$ cat config.mk
export PLATFORM = sky130hd
export DESIGN_NAME = tcoc_cfg
export DESIGN_NICKNAME = d
export VERILOG_FILES = /design/src/rtl/two_centroid_online_classifier_defines.svh /design/src/rtl/tcoc_pkg.sv /design/src/rtl/tcoc_cfg.sv
export SDC_FILE = /design/constraint.sdc
export NUM_CORES = 1
export LEC_CHECK = 0
export ABC_CLOCK_PERIOD_IN_PS = 6100
export CAP_MARGIN = 0
export CORE_AREA = 3 3 149 151
export DETAILED_ROUTE_END_ITERATION = 16
export DIE_AREA = 0 0 152 154
export DONT_BUFFER_PORTS = 1
export GPL_ROUTABILITY_DRIVEN = 0
export PLACE_DENSITY = 0.64
export REMOVE_ABC_BUFFERS = 1
export SLEW_MARGIN = 25
export SYNTH_ARGS = -nofsm -noshare
export SYNTH_HDL_FRONTEND = slang
export SYNTH_SLANG_ARGS = --single-unit
$ cat constraint.sdc
create_clock -name clk -period 6.1 [get_ports clk]
set_input_delay 1.22 -clock clk [delete_from_list [all_inputs] [get_ports clk]]
set_output_delay 1.22 -clock clk [all_outputs]
set_load 0.01 [all_outputs]
$ cat src/rtl/two_centroid_online_classifier_defines.svh
// Assertion macros for the two-centroid classifier.
// Included by the RTL files that carry concurrent checks; expects clk and rst_n in scope.
`ifndef TWO_CENTROID_ONLINE_CLASSIFIER_DEFINES_SVH
`define TWO_CENTROID_ONLINE_CLASSIFIER_DEFINES_SVH
`ifndef SYNTHESIS
`define TCOC_ASSERT_SAME(lbl, ante, cons) \
  lbl: assert property (@(posedge clk) disable iff (!rst_n) (ante) |-> (cons)) \
    else $error("tcoc same-cycle check failed");
`define TCOC_ASSERT_NEXT(lbl, ante, cons) \
  lbl: assert property (@(posedge clk) disable iff (!rst_n) (ante) |=> (cons)) \
    else $error("tcoc next-cycle check failed");
`else
`define TCOC_ASSERT_SAME(lbl, ante, cons)
`define TCOC_ASSERT_NEXT(lbl, ante, cons)
`endif
`endif

$ cat src/rtl/tcoc_pkg.sv
// Shared types, widths and codes for the two-centroid classifier.
// No dependencies; used by every other RTL file but the assertion header.
package tcoc_pkg;

  localparam int VecLen  = 4;
  localparam int ElemW   = 16;
  localparam int CmdW    = 3;
  localparam int LabelW  = 2;
  localparam int ThreshW = 15;
  localparam int RateW   = 16;
  localparam int T2W     = 2 * ThreshW;
  localparam int SqW     = 2 * ElemW;
  localparam int DistW   = SqW + 2;

  localparam logic [CmdW-1:0] CmdClassify = 3'd0;
  localparam logic [CmdW-1:0] CmdTrainA   = 3'd1;
  localparam logic [CmdW-1:0] CmdTrainB   = 3'd2;
  localparam logic [CmdW-1:0] CmdLoadA    = 3'd3;
  localparam logic [CmdW-1:0] CmdLoadB    = 3'd4;

  localparam logic [LabelW-1:0] LabelNone = 2'd0;
  localparam logic [LabelW-1:0] LabelA    = 2'd1;
  localparam logic [LabelW-1:0] LabelB    = 2'd2;

  localparam logic [ThreshW-1:0] ThreshReset = 15'd410;
  localparam logic [RateW-1:0]   RateReset   = 16'd3277;

  typedef logic [VecLen-1:0][ElemW-1:0] vec_t;

  typedef struct packed {
    logic [T2W-1:0]   t2;
    logic [RateW-1:0] rate;
  } cfg_t;

  typedef struct packed {
    logic [SqW-1:0]   sq_a;
    logic [SqW-1:0]   sq_b;
    logic [ElemW-1:0] mov_a;
    logic [ElemW-1:0] mov_b;
  } lane_res_t;

  typedef struct packed {
    logic [LabelW-1:0] label;
    vec_t              cent_a;
    vec_t              cent_b;
  } merge_res_t;

endpackage

$ cat src/rtl/tcoc_cfg.sv
// APB register file for the classifier: match threshold and learning rate.
// Depends on tcoc_pkg; keeps the threshold square ready for the distance compare.
module tcoc_cfg (
  input  logic                      clk,
  input  logic                      rst_n,
  input  logic                      psel,
  input  logic                      penable,
  input  logic                      pwrite,
  input  logic [2:0]                paddr,
  input  logic [31:0]               pwdata,
  output logic [31:0]               prdata,
  output logic                      pready,
  output tcoc_pkg::cfg_t            cfg
);

  logic [tcoc_pkg::ThreshW-1:0] thresh_r, thresh_nxt;
  logic [tcoc_pkg::T2W-1:0]     t2_r, t2_nxt;
  logic [tcoc_pkg::RateW-1:0]   rate_r, rate_nxt;
  logic                         wr_en;
  logic [tcoc_pkg::ThreshW-1:0] wr_thresh;

  // Only address bit 2 selects a register; the low bits are ignored.
  assign wr_en     = psel && penable && pwrite && pready;
  assign wr_thresh = pwdata[tcoc_pkg::ThreshW-1:0];
  assign pready    = 1'b1;

  always_comb begin
    thresh_nxt = thresh_r;
    t2_nxt     = t2_r;
    rate_nxt   = rate_r;
    if (wr_en && !paddr[2]) begin
      thresh_nxt = wr_thresh;
      t2_nxt     = tcoc_pkg::T2W'(wr_thresh) * tcoc_pkg::T2W'(wr_thresh);
    end
    if (wr_en && paddr[2]) begin
      rate_nxt = pwdata[tcoc_pkg::RateW-1:0];
    end
  end

  always_ff @(posedge clk) begin
    if (!rst_n) begin
      thresh_r <= tcoc_pkg::ThreshReset;
      t2_r     <= tcoc_pkg::T2W'(tcoc_pkg::ThreshReset) * tcoc_pkg::T2W'(tcoc_pkg::ThreshReset);
      rate_r   <= tcoc_pkg::RateReset;
    end else begin
      thresh_r <= thresh_nxt;
      t2_r     <= t2_nxt;
      rate_r   <= rate_nxt;
    end
  end

  always_comb begin
    if (paddr[2]) begin
      prdata = {{(32 - tcoc_pkg::RateW){1'b0}}, rate_r};
    end else begin
      prdata = {{(32 - tcoc_pkg::ThreshW){1'b0}}, thresh_r};
    end
  end

  assign cfg.t2   = t2_r;
  assign cfg.rate = rate_r;

endmodule

==> flow_summary.json <==
{
  "ys_seq_area_frac": 0.135,
  "yosys.area_share.simple": 0.137,
  "fp.dieW_um": 152,
  "r2r_setup_slack_ns": 5.31,
  "cts_buffers": 9,
  "status": "finished, final reports clean",
  "num_vias": 6502,
  "period_needed_ns": 5.98,
  "synth_warnings": 0,
  "yosysTopAreaCell": "fa_1",
  "crit_slowest_cell": "fa_1",
  "ys_top_cells_by_area": "fa_1 (31%), dfxtp_1 (14%), ha_1 (13%)",
  "synth_mux_area_frac": 0.0218,
  "syn2layout_area_growth_pct": 13.3,
  "post-route-drc-count": 0,
  "worstHoldStart": "thresh_r[14]",
  "hold_depth": 2,
  "relSlewSlack": 0.512,
  "hold_viol": 0,
  "drv_cap": 0,
  "drt-total-wl_um": 19400,
  "syn_avg_cell_area_um2": 8.65,
  "synth_cells": 1010,
  "ys_seq_elements": 59,
  "vias_per_cell": 4.90,
  "reg2reg_depth": 2,
  "grt_use_total": 0.169,
  "critical_path_buf_inv_count": 4,
  "cts.reportedPaths.clkPinSlew_ns": 0.06,
  "first_pass_iters": 4,
  "final_antenna_net_count": 0,
  "critical_path_peak_fanout": 17,
  "synth-compound-area-share": 0.104,
  "globalRouteMet3Util": 0.0346,
  "hold_end": "thresh_r[14]",
  "max_clock_freq_mhz": 167,
  "cts_setup_buffers": 0,
  "antenna_cells": 0,
  "endpoint_kind": "flip-flop",
  "synth_area_mm2": 0.00874,
  "h-tree-depth": 3,
  "cp_slowest_stage_delay_ns": 0.55,
  "grt_pass1_wl_um": 32600,
  "mostFrequentLayoutCells": "inv_1 (195), nand2_1 (168), fa_1 (133)",
  "io_buffers": 0,
  "final_nets": 1314,
  "finalCritPeriodShare": 0.980,
  "die_height_um": 154,
  "met1_usage": 0.219,
  "final_common_cell": "inv_1",
  "design_area_mm2": 0.00991,
  "grt_remaining_overflow": 0,
  "dpl.hpwl_um": 15200,
  "crit_chain": "and2_4 -> fa_1 -> inv_1 -> fa_1 -> inv_1 -> fa_1 -> fa_1 -> fa_1 -> inv_1 -> fa_1 -> inv_1 -> ha_4 -> nand2_4 -> o41ai_4 -> a31oi_2 -> o21ai_2 -> a41oi_2 -> xnor2_1 -> o21ai_1",
  "ioPinCount": 119,
  "rows": 53,
  "busiest_layer": "met2",
  "path_class": "input pin to flip-flop",
  "synthArstFlopShare": 0,
  "drtIter0Drc": 233,
  "required_ns": 6.31,
  "synth_fa_ha_area_frac": 0.442,
  "worstReg2RegEnd": "thresh_r[0]",
  "synth-edff-count": 0,
  "cts_sinks": 59,
  "antenna_found_initial": 0,
  "reg2reg_from": "thresh_r[0]",
  "initial_core_util": 0.417,
  "min_path_type": "flip-flop to flip-flop",
  "drive_gt1_frac": 0.146,
  "start_kind": "input pin",
  "core_mm2": 0.0210,
  "wl_per_cell_um": 14.6,
  "die_area_mm2": 0.0234,
  "synth_flop_cell": "dfxtp_1",
  "cp_num_cells": 19,
  "arrival_ns": 6.19,
  "fin_skew_ns": 0,
  "synth.distinct_cells": 56,
  "post_dp_cell_area_mm2": 0.00935,
  "path_common_cell": "fa_1",
  "clk_latency_ns": 0.33,
  "max_slew.worst_pin.slew_ns": 0.729,
  "grt_pass1_vias": 6665,
  "synth_xor_area_frac": 0.0351,
  "root_buffer": "clkbuf_16",
  "synth_top_family_by_area": "adder cells",
  "synth_top_area_frac": 0.309,
  "tritoncts": "done",
  "finalSetupViolCount": 0,
  "use_met2": 0.292,
  "critPathTopFamily": "adder cells",
  "slew_violations": 0,
  "fin_setup_tns_ns": 0,
  "clk_path_buf_depth": 2,
  "grt_max_degree": 49
}
==> stage by stage <==
stage | hold WS [ns] | utilization | setup slack, ns | cells
after CTS | 0.465 | 0.464 | -0.00356 | 1325
after global routing | 0.492 | 0.473 | -0.0267 | 1326
after detailed placement | 0.453 | 0.446 | -0.433 | 1309
final | 0.461 | 0.473 | 0.123 | 1326
after global placement | 0.445 | 0.446 | -0.364 | 1309
after floorplan | 0.434 | - | -0.107 | 966
==> how the worst max path moves through the flow <==
stage,start,to,slack (ns)
floorplan,pwdata[11],t2_r[27],-0.11
global placement,pwdata[8],t2_r[27],-0.36
detailed placement,pwdata[8],t2_r[29],-0.43
CTS,pwdata[8],t2_r[29],-0.004
global route,pwdata[2],t2_r[27],-0.03
finish,pwdata[12],t2_r[29],0.12
==> cells in the mapped netlist, types with 12 or more instances <==
cell type  count
inv_1        204
nand2_1      171
fa_1         135
ha_1          93
dfxtp_1       59
and2_1        42
clkbuf_1      35
nor2_1        25
a21boi_0      23
a21oi_1       21
buf_4         19
xnor2_1       19
mux2_2        16
xor2_1        16
o21ai_1       13
o211ai_1      12
==> final cells by class <==
type | count | area, um^2
Clock buffer | 12 | 256
Clock inverter | 4 | 72.6
Fill cell | 2041 | 11000
Inverter | 204 | 773
Multi-Input combinational cell | 703 | 6760
Sequential cell | 59 | 1180
Tap cell | 275 | 344
Timing Repair Buffer | 69 | 522
==> cells by family (layout without fill, tap and decap cells) <==
kind of cell,after synthesis,after routing
AND/OR/NAND/NOR,273,273
buffers and inverters,264,289
adder cells (fa/ha/maj),228,228
AO/OA/AOI/OAI,132,132
flip-flops,59,59
XOR/XNOR,35,35
multiplexers,17,17
other,2,18
==> state kept, by name, indices dropped and copies added (netlist names) <==
signal / flops
t2_r: 28
rate_r: 16
thresh_r: 15
==> worst register-to-register path: cells and delay by family, from the launching register on <==
family	cells	cell delay (ns)
flip-flops	1	0.42
AO/OA/AOI/OAI	1	0.21
AND/OR/NAND/NOR	1	0.08
==> what timing repair did <==
action	in CTS	in global routing
setup endpoints to repair	7	16
cloned	0	0
pin swaps	3	29
hold buffers	0	0
gates resized for setup	5	43
==> per-layer routing <==
layer / vias up / wire, um
li1: 3165 / -
met1: 3209 / 8370
met2: 111 / 9780
met3: 17 / 956
met4: 0 / 269
met5: - / 0
Power is not shown: default switching activity piles up to over one toggle a cycle in this logic, so the estimate is an artifact.
