--- config.mk ---
export PLATFORM = sky130hd
export DESIGN_NAME = tcoc_merge
export DESIGN_NICKNAME = d
export VERILOG_FILES = /design/src/rtl/two_centroid_online_classifier_defines.svh /design/src/rtl/tcoc_pkg.sv /design/src/rtl/tcoc_merge.sv
export SDC_FILE = /design/constraint.sdc
export NUM_CORES = 1
export LEC_CHECK = 0
export BUFFER_PORTS_ARGS = -buffer_cell sky130_fd_sc_hd__buf_2
export CAP_MARGIN = 20
export CORE_AREA = 2 2 285 287
export DETAILED_ROUTE_END_ITERATION = 12
export DIE_AREA = 0 0 287 289
export PLACE_DENSITY = 0.43
export SETUP_SLACK_MARGIN = 0.02
export SYNTH_ARGS = -nofsm -noshare
export SYNTH_HDL_FRONTEND = slang
export SYNTH_SLANG_ARGS = --single-unit
--- constraint.sdc ---
create_clock -name vclk -period 7.1
set_input_delay 0.355 -clock vclk [all_inputs]
set_output_delay 0.355 -clock vclk [all_outputs]
set_load 0.01 [all_outputs]
--- src/rtl/two_centroid_online_classifier_defines.svh ---
// Assertion macros for the two-centroid classifier.
// Included by the RTL files that carry concurrent checks; expects clk and rst_n in scope.
`ifndef TWO_CENTROID_ONLINE_CLASSIFIER_DEFINES_SVH
`define TWO_CENTROID_ONLINE_CLASSIFIER_DEFINES_SVH
`ifndef SYNTHESIS
`define TCOC_ASSERT_SAME(lbl, ante, cons) \
  lbl: assert property (@(posedge clk) disable iff (!rst_n) (ante) |-> (cons)) \
    else $error("tcoc same-cycle check failed");
`define TCOC_ASSERT_NEXT(lbl, ante, cons) \
  lbl: assert property (@(posedge clk) disable iff (!rst_n) (ante) |=> (cons)) \
    else $error("tcoc next-cycle check failed");
`else
`define TCOC_ASSERT_SAME(lbl, ante, cons)
`define TCOC_ASSERT_NEXT(lbl, ante, cons)
`endif
`endif

--- src/rtl/tcoc_pkg.sv ---
// Shared types, widths and codes for the two-centroid classifier.
// No dependencies; used by every other RTL file but the assertion header.
package tcoc_pkg;

  localparam int VecLen  = 4;
  localparam int ElemW   = 16;
  localparam int CmdW    = 3;
  localparam int LabelW  = 2;
  localparam int ThreshW = 15;
  localparam int RateW   = 16;
  localparam int T2W     = 2 * ThreshW;
  localparam int SqW     = 2 * ElemW;
  localparam int DistW   = SqW + 2;

  localparam logic [CmdW-1:0] CmdClassify = 3'd0;
  localparam logic [CmdW-1:0] CmdTrainA   = 3'd1;
  localparam logic [CmdW-1:0] CmdTrainB   = 3'd2;
  localparam logic [CmdW-1:0] CmdLoadA    = 3'd3;
  localparam logic [CmdW-1:0] CmdLoadB    = 3'd4;

  localparam logic [LabelW-1:0] LabelNone = 2'd0;
  localparam logic [LabelW-1:0] LabelA    = 2'd1;
  localparam logic [LabelW-1:0] LabelB    = 2'd2;

  localparam logic [ThreshW-1:0] ThreshReset = 15'd410;
  localparam logic [RateW-1:0]   RateReset   = 16'd3277;

  typedef logic [VecLen-1:0][ElemW-1:0] vec_t;

  typedef struct packed {
    logic [T2W-1:0]   t2;
    logic [RateW-1:0] rate;
  } cfg_t;

  typedef struct packed {
    logic [SqW-1:0]   sq_a;
    logic [SqW-1:0]   sq_b;
    logic [ElemW-1:0] mov_a;
    logic [ElemW-1:0] mov_b;
  } lane_res_t;

  typedef struct packed {
    logic [LabelW-1:0] label;
    vec_t              cent_a;
    vec_t              cent_b;
  } merge_res_t;

endpackage

--- src/rtl/tcoc_merge.sv ---
// Merging stage: sums the lane squares, tests the threshold and picks the
// new centroids and label for the command. Depends on tcoc_pkg.
module tcoc_merge (
  input  logic [tcoc_pkg::CmdW-1:0]  cmd,
  input  tcoc_pkg::vec_t             x,
  input  tcoc_pkg::vec_t             cent_a,
  input  tcoc_pkg::vec_t             cent_b,
  input  logic [tcoc_pkg::T2W-1:0]   t2,
  input  tcoc_pkg::lane_res_t [tcoc_pkg::VecLen-1:0] lanes,
  output tcoc_pkg::merge_res_t       res
);

  logic [tcoc_pkg::DistW-1:0] dist_a, dist_b, t2_ext;
  logic                       hit_a, hit_b;
  tcoc_pkg::vec_t             mov_a, mov_b;

  always_comb begin
    dist_a = '0;
    dist_b = '0;
    for (int i = 0; i < tcoc_pkg::VecLen; i++) begin
      dist_a = dist_a + tcoc_pkg::DistW'(lanes[i].sq_a);
      dist_b = dist_b + tcoc_pkg::DistW'(lanes[i].sq_b);
      mov_a[i] = lanes[i].mov_a;
      mov_b[i] = lanes[i].mov_b;
    end
  end

  assign t2_ext = tcoc_pkg::DistW'(t2);
  assign hit_a  = dist_a < t2_ext;
  assign hit_b  = dist_b < t2_ext;

  always_comb begin
    res.label  = tcoc_pkg::LabelNone;
    res.cent_a = cent_a;
    res.cent_b = cent_b;
    unique case (cmd)
      tcoc_pkg::CmdClassify: begin
        // Centroid A wins whenever both are within the threshold.
        if (hit_a) begin
          res.label  = tcoc_pkg::LabelA;
          res.cent_a = mov_a;
        end else if (hit_b) begin
          res.label  = tcoc_pkg::LabelB;
          res.cent_b = mov_b;
        end
      end
      tcoc_pkg::CmdTrainA: begin
        res.label  = tcoc_pkg::LabelA;
        res.cent_a = mov_a;
      end
      tcoc_pkg::CmdTrainB: begin
        res.label  = tcoc_pkg::LabelB;
        res.cent_b = mov_b;
      end
      tcoc_pkg::CmdLoadA: begin
        res.label  = tcoc_pkg::LabelA;
        res.cent_a = x;
      end
      tcoc_pkg::CmdLoadB: begin
        res.label  = tcoc_pkg::LabelB;
        res.cent_b = x;
      end
      default: begin
        res.label = tcoc_pkg::LabelNone;
      end
    endcase
  end

endmodule

==> flow_summary_export.csv, run 1 <==
group,metric,value,unit
outcome,status,"finished, final reports clean",
finish,final_common_cell,"buf_2",
timing,fin_tns_setup,0,ns
timing,fin_ws,0.3077,ns
die,initial_core_util,0.1741,
routing,vias_per_cell,4.862,
timing,hold_slack,1.076,ns
setup_path,start_kind,"input port",
timing,slew_headroom,0.3677,
power,ir_drop,0.2159,mV
finish,final_area,19280,um^2
grt,top_usage_layer,"met2",
timing,timing.final.crit_share,0.9567,
setup_path,endpoint,"res[30]",
timing,slew_violations,0,
routing,post_drt_wl_per_cell,23.64,um
finish,seqCellArea,0,um^2
place,portBuffers,739,
setup_path,worstPathRequired,6.74,ns
die,dieArea,82940,um^2
grt,track_usage,0.1952,
die,fp.dieH,289,um
setup_path,worstSetupStartpoint,"lanes[174]",
synth,yosys.area_share.simple,0.1509,
timing,setup_violations,0,
grt,grt_pass1_wl,121300,um
power,p_per_area,192.7,nW/um^2
grt,globalRouteOverflowTotal,0,
finish,fin_cells,3734,
die,core_area,79900,um^2
finish,final_core_util,0.2414,
die,rows,104,
place,dp_slack,-0.05881,ns
routing,firstDrtPassIters,7,
place,dp_cells,3687,
setup_path,cpMostUsedCell,"inv_1",
setup_path,crit_family,"compound AO/OA/AOI/OAI gates",
synth,syn_nets,2845,
setup_path,cp_max_fo,5,
grt,met1_usage,0.2644,
routing,remaining_drc_errors,0,
setup_path,cp.depth,28,
grt,grt_antenna_before_repair,52,
finish,drive_above_1_share,0.3407,
setup_path,cpPeakStageDelay,0.59,ns
synth,syn_inst,1984,
setup_path,end_kind,"output pin",
finish,final_cell_mix,"buf_2 (736), inv_1 (295), nor2_1 (233)",
synth,synthAdderAreaFrac,0.2958,
synth,synth_top_family_by_area,"compound AO/OA/AOI/OAI gates",
die,die_x,287,um
synth,syn_area,13910,um^2
finish,seq_cell_count,0,
routing,wl,88290,um
setup_path,cp_num_buf_inv,8,
timing,worst_pin_slew,0.9484,ns
timing,fin_crit,6.792,ns
place,gp_congestion,0.9706,
routing,vias,18155,
setup_path,cpMaxStageDelayCell,"or4b_4",
place,placed_area,18810,um^2
place,post-dp-hpwl,74700,um
finish,multi_input_area,12380,um^2
power,p_leak,9.311,nW
synth,muxShareOfSynthArea,0.0007197,
grt,grt_use_met3,0.05693,
power,power.total,3.716,mW
worst_hold_path,hold_path.class,"in2out",
finish,final_nets,3505,
die,io_pins,739,
finish,fillers,9159,
timing,timing.fmax,0.1472,GHz
finish,n_clock_buffer,0,
grt,grt_max_degree,84,
grt,grt_pass1_vias,17715,
synth,synth-xor-area-share,0.03401,
grt,met2_usage,0.3064,
synth,yosysWarnings,0,
synth,ys_seq_area_frac,0,
run,cap_violations,0,
routing,first_iter_violations,1444,
setup_path,critPathKind,"in2out",
finish,area_growth,38.67,%
routing,ant_nets,0,
synth,avgSynthCellArea,7.010,um^2
synth,synthDistinctLibCells,64,
setup_path,arrival,6.44,ns
timing,hold_viol,0,
synth,synth_compound_area_frac,0.3949,
==> worst min-delay path, cell delays in order <==
cell and delay [ns]:
buf_2 0.10, a2bb2oi_1 0.13, buf_2 0.13
==> cell families after synthesis <==
| group | count (synthesis) |
|---|---|
| simple gates | 457 |
| xor+xnor | 54 |
| mux | 1 |
| compound gates | 777 |
| fa+ha+maj | 252 |
| buf+inv | 443 |
==> metal layers <==
layer	wire, um	share of wire
met1	37000	0.42
met2	39530	0.45
met3	9245	0.10
met4	2178	0.025
met5	334	0.0038
==> final cells by class <==
cell class / count / share of cell area
Multi-Input combinational cell: 1541 / 0.6418
Antenna cell: 32 / 0.004152
Timing Repair Buffer: 805 / 0.2277
Tap cell: 1060 / 0.06877
Inverter: 296 / 0.05761
==> synth_stat cells (all sizes together) (20+ instances only) <==
library cell | count | area share
a31oi | 73 | 0.033
a21oi | 221 | 0.080
fa | 128 | 0.18
nand3 | 22 | 0.0079
o41ai | 65 | 0.041
inv | 296 | 0.080
o211ai | 20 | 0.011
nor2 | 235 | 0.063
nand2b | 76 | 0.034
a221oi | 66 | 0.042
o21ai | 114 | 0.041
a21o | 27 | 0.015
xnor2 | 38 | 0.024
a2bb2oi | 65 | 0.041
a22oi | 67 | 0.058
clkbuf | 125 | 0.034
buf | 22 | 0.010
nand2 | 59 | 0.016
ha | 124 | 0.11
==> worst min-delay path by stage <==
stage,from,endpoint,slack [ns],cells after the start
floorplan,cmd[0],res[129],0.86,2
global placement,cent_a[52],res[116],1.07,3
detailed placement,cent_a[62],res[126],1.07,3
CTS,cent_a[26],res[90],1.07,3
global route,cent_a[24],res[88],1.09,3
finish,cent_a[31],res[95],1.08,3
==> power breakdown <==
group	leakage (nW)	internal, mW	switching [mW]	total [mW]
Sequential	0	0	0	0
Combinational	9.31	1.50	2.22	3.72
Clock	0.000203	0.000000609	0	0.000000609
Total	9.31	1.50	2.22	3.72
==> timing repair <==
| item | in CTS | in global routing |
|---|---|---|
| pin swaps | 0 | 25 |
| endpoints found under the setup margin | 76 | 130 |
| cloned | 0 | 8 |
| setup buffers | 0 | 7 |
| hold buffers | 0 | 0 |
| resized for setup | 3 | 32 |
Power figures use the tool's default switching activity.
==> run 2, diff against run 1 <==
--- a/config.mk
+++ b/config.mk
@@ -7,10 +7,10 @@
 export LEC_CHECK = 0
 export BUFFER_PORTS_ARGS = -buffer_cell sky130_fd_sc_hd__buf_2
 export CAP_MARGIN = 20
-export CORE_AREA = 2 2 285 287
+export CORE_AREA = 2 2 289 291
 export DETAILED_ROUTE_END_ITERATION = 12
-export DIE_AREA = 0 0 287 289
-export PLACE_DENSITY = 0.43
+export DIE_AREA = 0 0 291 293
+export PLACE_DENSITY = 0.44
 export SETUP_SLACK_MARGIN = 0.02
 export SYNTH_ARGS = -nofsm -noshare
 export SYNTH_HDL_FRONTEND = slang
==> constraint.sdc (replaced) <==
create_clock -name vclk -period 5.9
set_input_delay 0.885 -clock vclk [all_inputs]
set_output_delay 0.885 -clock vclk [all_outputs]
set_load 0.01 [all_outputs]
==> flow_summary_export.csv, run 2 (synthesized netlist as in run 1, its figures left out) <==
group,metric,value,unit
place,post-dp-hpwl,70510,um
grt,grt_max_degree,122,
die,rows,105,
finish,final_cell_mix,"buf_2 (703), inv_1 (292), buf_4 (289)",
power,power.total,5.804,mW
timing,slew_headroom,0.2444,
routing,first_iter_violations,1445,
die,initial_core_util,0.1699,
timing,rsz0062_at_grt,"yes",
setup_path,critPathKind,"in2out",
place,gp_congestion,0.9796,
timing,fin_ws,-1.889,ns
place,portBuffers,739,
die,fp.dieH,293,um
setup_path,end_kind,"output pin",
die,io_pins,739,
outcome,violations,"negative setup slack",
finish,seqCellArea,0,um^2
grt,grt_pass1_wl,121800,um
outcome,status,"complete, but fails checks",
timing,timing.fmax,0.1284,GHz
setup_path,arrival,6.90,ns
finish,drive_above_1_share,0.4501,
routing,post_drt_wl_per_cell,21.61,um
grt,globalRouteOverflowTotal,0,
grt,track_usage,0.1860,
power,p_leak,10.85,nW
routing,ant_nets,0,
worst_hold_path,hold_path.class,"in2out",
routing,remaining_drc_errors,0,
timing,hold_viol,0,
routing,vias_per_cell,4.785,
timing,timing.final.crit_share,1.320,
run,cap_violations,0,
routing,firstDrtPassIters,5,
finish,seq_cell_count,0,
finish,n_clock_buffer,0,
finish,final_nets,3756,
finish,final_core_util,0.2769,
timing,worst_pin_slew,1.128,ns
routing,wl,86090,um
finish,final_common_cell,"buf_2",
timing,fin_crit,7.789,ns
setup_path,start_kind,"input port",
timing,slew_violations,0,
die,dieArea,85260,um^2
setup_path,cpPeakStageDelay,0.63,ns
grt,grt_antenna_before_repair,34,
grt,grt_pass1_vias,18708,
routing,vias,19057,
power,p_per_area,256.1,nW/um^2
clock_network,hold_buffers,0,
finish,area_growth,62.96,%
power,ir_drop,0.1172,mV
die,core_area,81850,um^2
timing,setup_violations,130,
die,die_x,291,um
setup_path,worstPathRequired,5.02,ns
setup_path,cp_max_fo,16,
setup_path,cpMaxStageDelayCell,"or4b_4",
==> run 2: layout make-up <==
type / instances / area, um^2
fill: 9105 / 59180
inverter: 296 / 1119
tap: 1070 / 1339
timing repair buffer: 1054 / 6759
multi-input combinational: 1543 / 13400
antenna: 20 / 50.05
==> run 2: layer usage <==
layer / wire, um / GRT usage
met2: 37580 / 0.2911
met5: 142 / 0
met1: 39050 / 0.2559
met4: 1915 / 0.03399
met3: 7392 / 0.05144
==> run 2: path summary, 6_finish.rpt <==
kind	start	end	slack (ns)	cells past startpoint
worst max-delay path	lanes[257]	res[31]	-1.89	30
worst min-delay path	cent_a[21]	res[85]	2.09	3
==> run 2: report_power, final <==
group | switching, mW | internal (mW)
clock network | 0 | 0.000000691
logic | 3.09 | 2.71
registers | 0 | 0
==> run 2: worst max-delay path: cells and delay by family <==
family	cells	cell delay, ns
buffers and inverters	7	0.86
AO/OA/AOI/OAI	11	1.76
adder cells (fa/ha/maj)	5	1.81
XOR/XNOR	1	0.10
AND/OR/NAND/NOR	6	1.44
==> run 2: per-stage QoR <==
| stage | setup WS [ns] | hold WS (ns) | cells | TNS (ns) | instance area, um^2 |
|---|---|---|---|---|---|
| after floorplan | -1.037 | 1.900 | 1984 | -115.90 | 14790 |
| after global placement | -2.117 | 2.091 | 3930 | -218.82 | 21380 |
| after detailed placement | -2.121 | 2.092 | 3930 | -233.09 | 21380 |
| after CTS | -1.849 | 2.092 | 3941 | -230.32 | 21800 |
| after global routing | -2.231 | 2.097 | 3977 | -277.64 | 22650 |
| final | -1.889 | 2.092 | 3983 | -233.05 | 22660 |
==> run 2: repair_timing <==
item                                   CTS  global route
setup endpoints to repair              130           130
pin swaps                                2            30
buffers inserted                         7             9
cloned                                   4            13
endpoints found under the hold margin    0             0
gates resized for setup                 62           136
==> run 3, diff against run 2 <==
--- a/config.mk
+++ b/config.mk
@@ -11,6 +11,7 @@
 export DETAILED_ROUTE_END_ITERATION = 12
 export DIE_AREA = 0 0 291 293
 export PLACE_DENSITY = 0.44
+export REMOVE_ABC_BUFFERS = 1
 export SETUP_SLACK_MARGIN = 0.02
 export SYNTH_ARGS = -nofsm -noshare
 export SYNTH_HDL_FRONTEND = slang
==> flow_summary_export.csv, run 3 (synthesized netlist as in run 1, its figures left out) <==
group,metric,value,unit
worst_hold_path,hold_path.class,"in2out",
finish,fillers,9221,
setup_path,start_kind,"input port",
outcome,violations,"negative setup slack",
timing,slew_headroom,0.2571,
finish,n_clock_buffer,0,
finish,drive_above_1_share,0.4320,
timing,fin_crit,7.698,ns
run,cap_violations,0,
routing,remaining_drc_errors,0,
setup_path,arrival,6.81,ns
power,power.total,5.670,mW
setup_path,cp_max_fo,5,
finish,final_nets,3747,
setup_path,end_kind,"output pin",
setup_path,cpMostUsedCell,"nor2_2",
timing,timing.fmax,0.1299,GHz
grt,grt_antenna_before_repair,64,
place,placed_area,20620,um^2
finish,seq_cell_count,0,
timing,fin_ws,-1.798,ns
die,io_pins,739,
finish,final_area,22010,um^2
outcome,status,"complete, but fails checks",
timing,hold_slack,2.125,ns
grt,globalRouteOverflowTotal,0,
finish,final_common_cell,"buf_2",
finish,multi_input_area,12900,um^2
routing,top_layer,"met5",
die,rows,105,
power,p_leak,10.67,nW
finish,area_growth,58.25,%
die,core_area,81850,um^2
setup_path,critPathKind,"in2out",
die,initial_core_util,0.1699,
grt,track_usage,0.1926,
routing,dr_wl_met3,8285,um
grt,grt_pass1_vias,18768,
finish,final_cell_mix,"buf_2 (697), buf_4 (299), inv_1 (280)",
clock_network,hold_buffers,0,
power,p_per_area,257.6,nW/um^2
grt,grt_pass1_wl,124100,um
grt,grt_max_degree,131,
timing,worst_pin_slew,1.112,ns
timing,slew_violations,0,
power,ir_drop,0.08643,mV
place,portBuffers,739,
place,dp_slack,-2.447,ns
die,fp.dieH,293,um
timing,hold_viol,0,
routing,firstDrtPassIters,5,
routing,wl_met1,39090,um
routing,wl,88000,um
routing,ant_nets,0,
setup_path,cpMaxStageDelayCell,"fa_1",
timing,rsz0062_at_grt,"yes",
timing,timing.final.crit_share,1.305,
die,die_x,291,um
setup_path,cpPeakStageDelay,0.57,ns
timing,setup_violations,130,
routing,first_iter_violations,1626,
place,gp_congestion,0.9830,
routing,dr_wl_met2,37540,um
routing,vias,19112,
routing,vias_per_cell,4.790,
finish,seqCellArea,0,um^2
die,dieArea,85260,um^2
routing,post_drt_wl_per_cell,22.05,um
place,post-dp-hpwl,73090,um
setup_path,worstPathRequired,5.02,ns
[run 3: cell count changes in the layout (fill, tap and decap cells not counted), sizes merged]
cell	previous run	this run
bufbuf	2	0
clkbuf	7	3
buf	1045	1044
diode	20	36
or2	3	1
[run 3: metrics by stage]
stage | util | std cells | TNS, ns
after CTS | 0.2641 | 3945 | -213.84
final | 0.2689 | 3990 | -210.67
after floorplan | - | 1837 | -481.04
after global routing | 0.2687 | 3983 | -253.82
after global placement | 0.2519 | 3926 | -274.24
after detailed placement | 0.2519 | 3926 | -288.87
[run 3: layout make-up]
cell class                 count  share of cell area
multi-input combinational   1541              0.5862
timing repair buffer        1047              0.2983
tap                         1070             0.06083
antenna                       36            0.004093
inverter                     296             0.05060
[run 3: report_power, final]
group | switching (mW) | internal (mW)
Combinational | 3.02 | 2.65
Sequential | 0 | 0
Clock | 0 | 0.000000821
[run 3: metal layers]
metal,GRT usage,up-vias
met5,0.01418,-
met4,0.05699,30
met3,0.05560,166
met2,0.2907,974
met1,0.2629,8982
li1,-,8960
[run 3: path summary, 6_finish.rpt]
path	startpoint	to	cells past startpoint
worst max-delay path	lanes[68]	res[17]	32
worst min-delay path	cent_a[36]	res[100]	3
[run 3: worst max-delay path: cells and delay by family]
kind | cells | cell delay [ns]
AO/OA/AOI/OAI | 8 | 1.30
adder cells (fa/ha/maj) | 4 | 1.60
XOR/XNOR | 1 | 0.14
AND/OR/NAND/NOR | 9 | 1.60
buffers and inverters | 10 | 1.27
[run 3: timing repair]
| item | CTS | global route |
|---|---|---|
| gates cloned | 5 | 4 |
| resized for setup | 176 | 58 |
| endpoints found under the hold margin | 0 | 0 |
| pin swaps | 41 | 28 |
| setup endpoints to repair | 130 | 130 |
| buffers inserted | 14 | 6 |
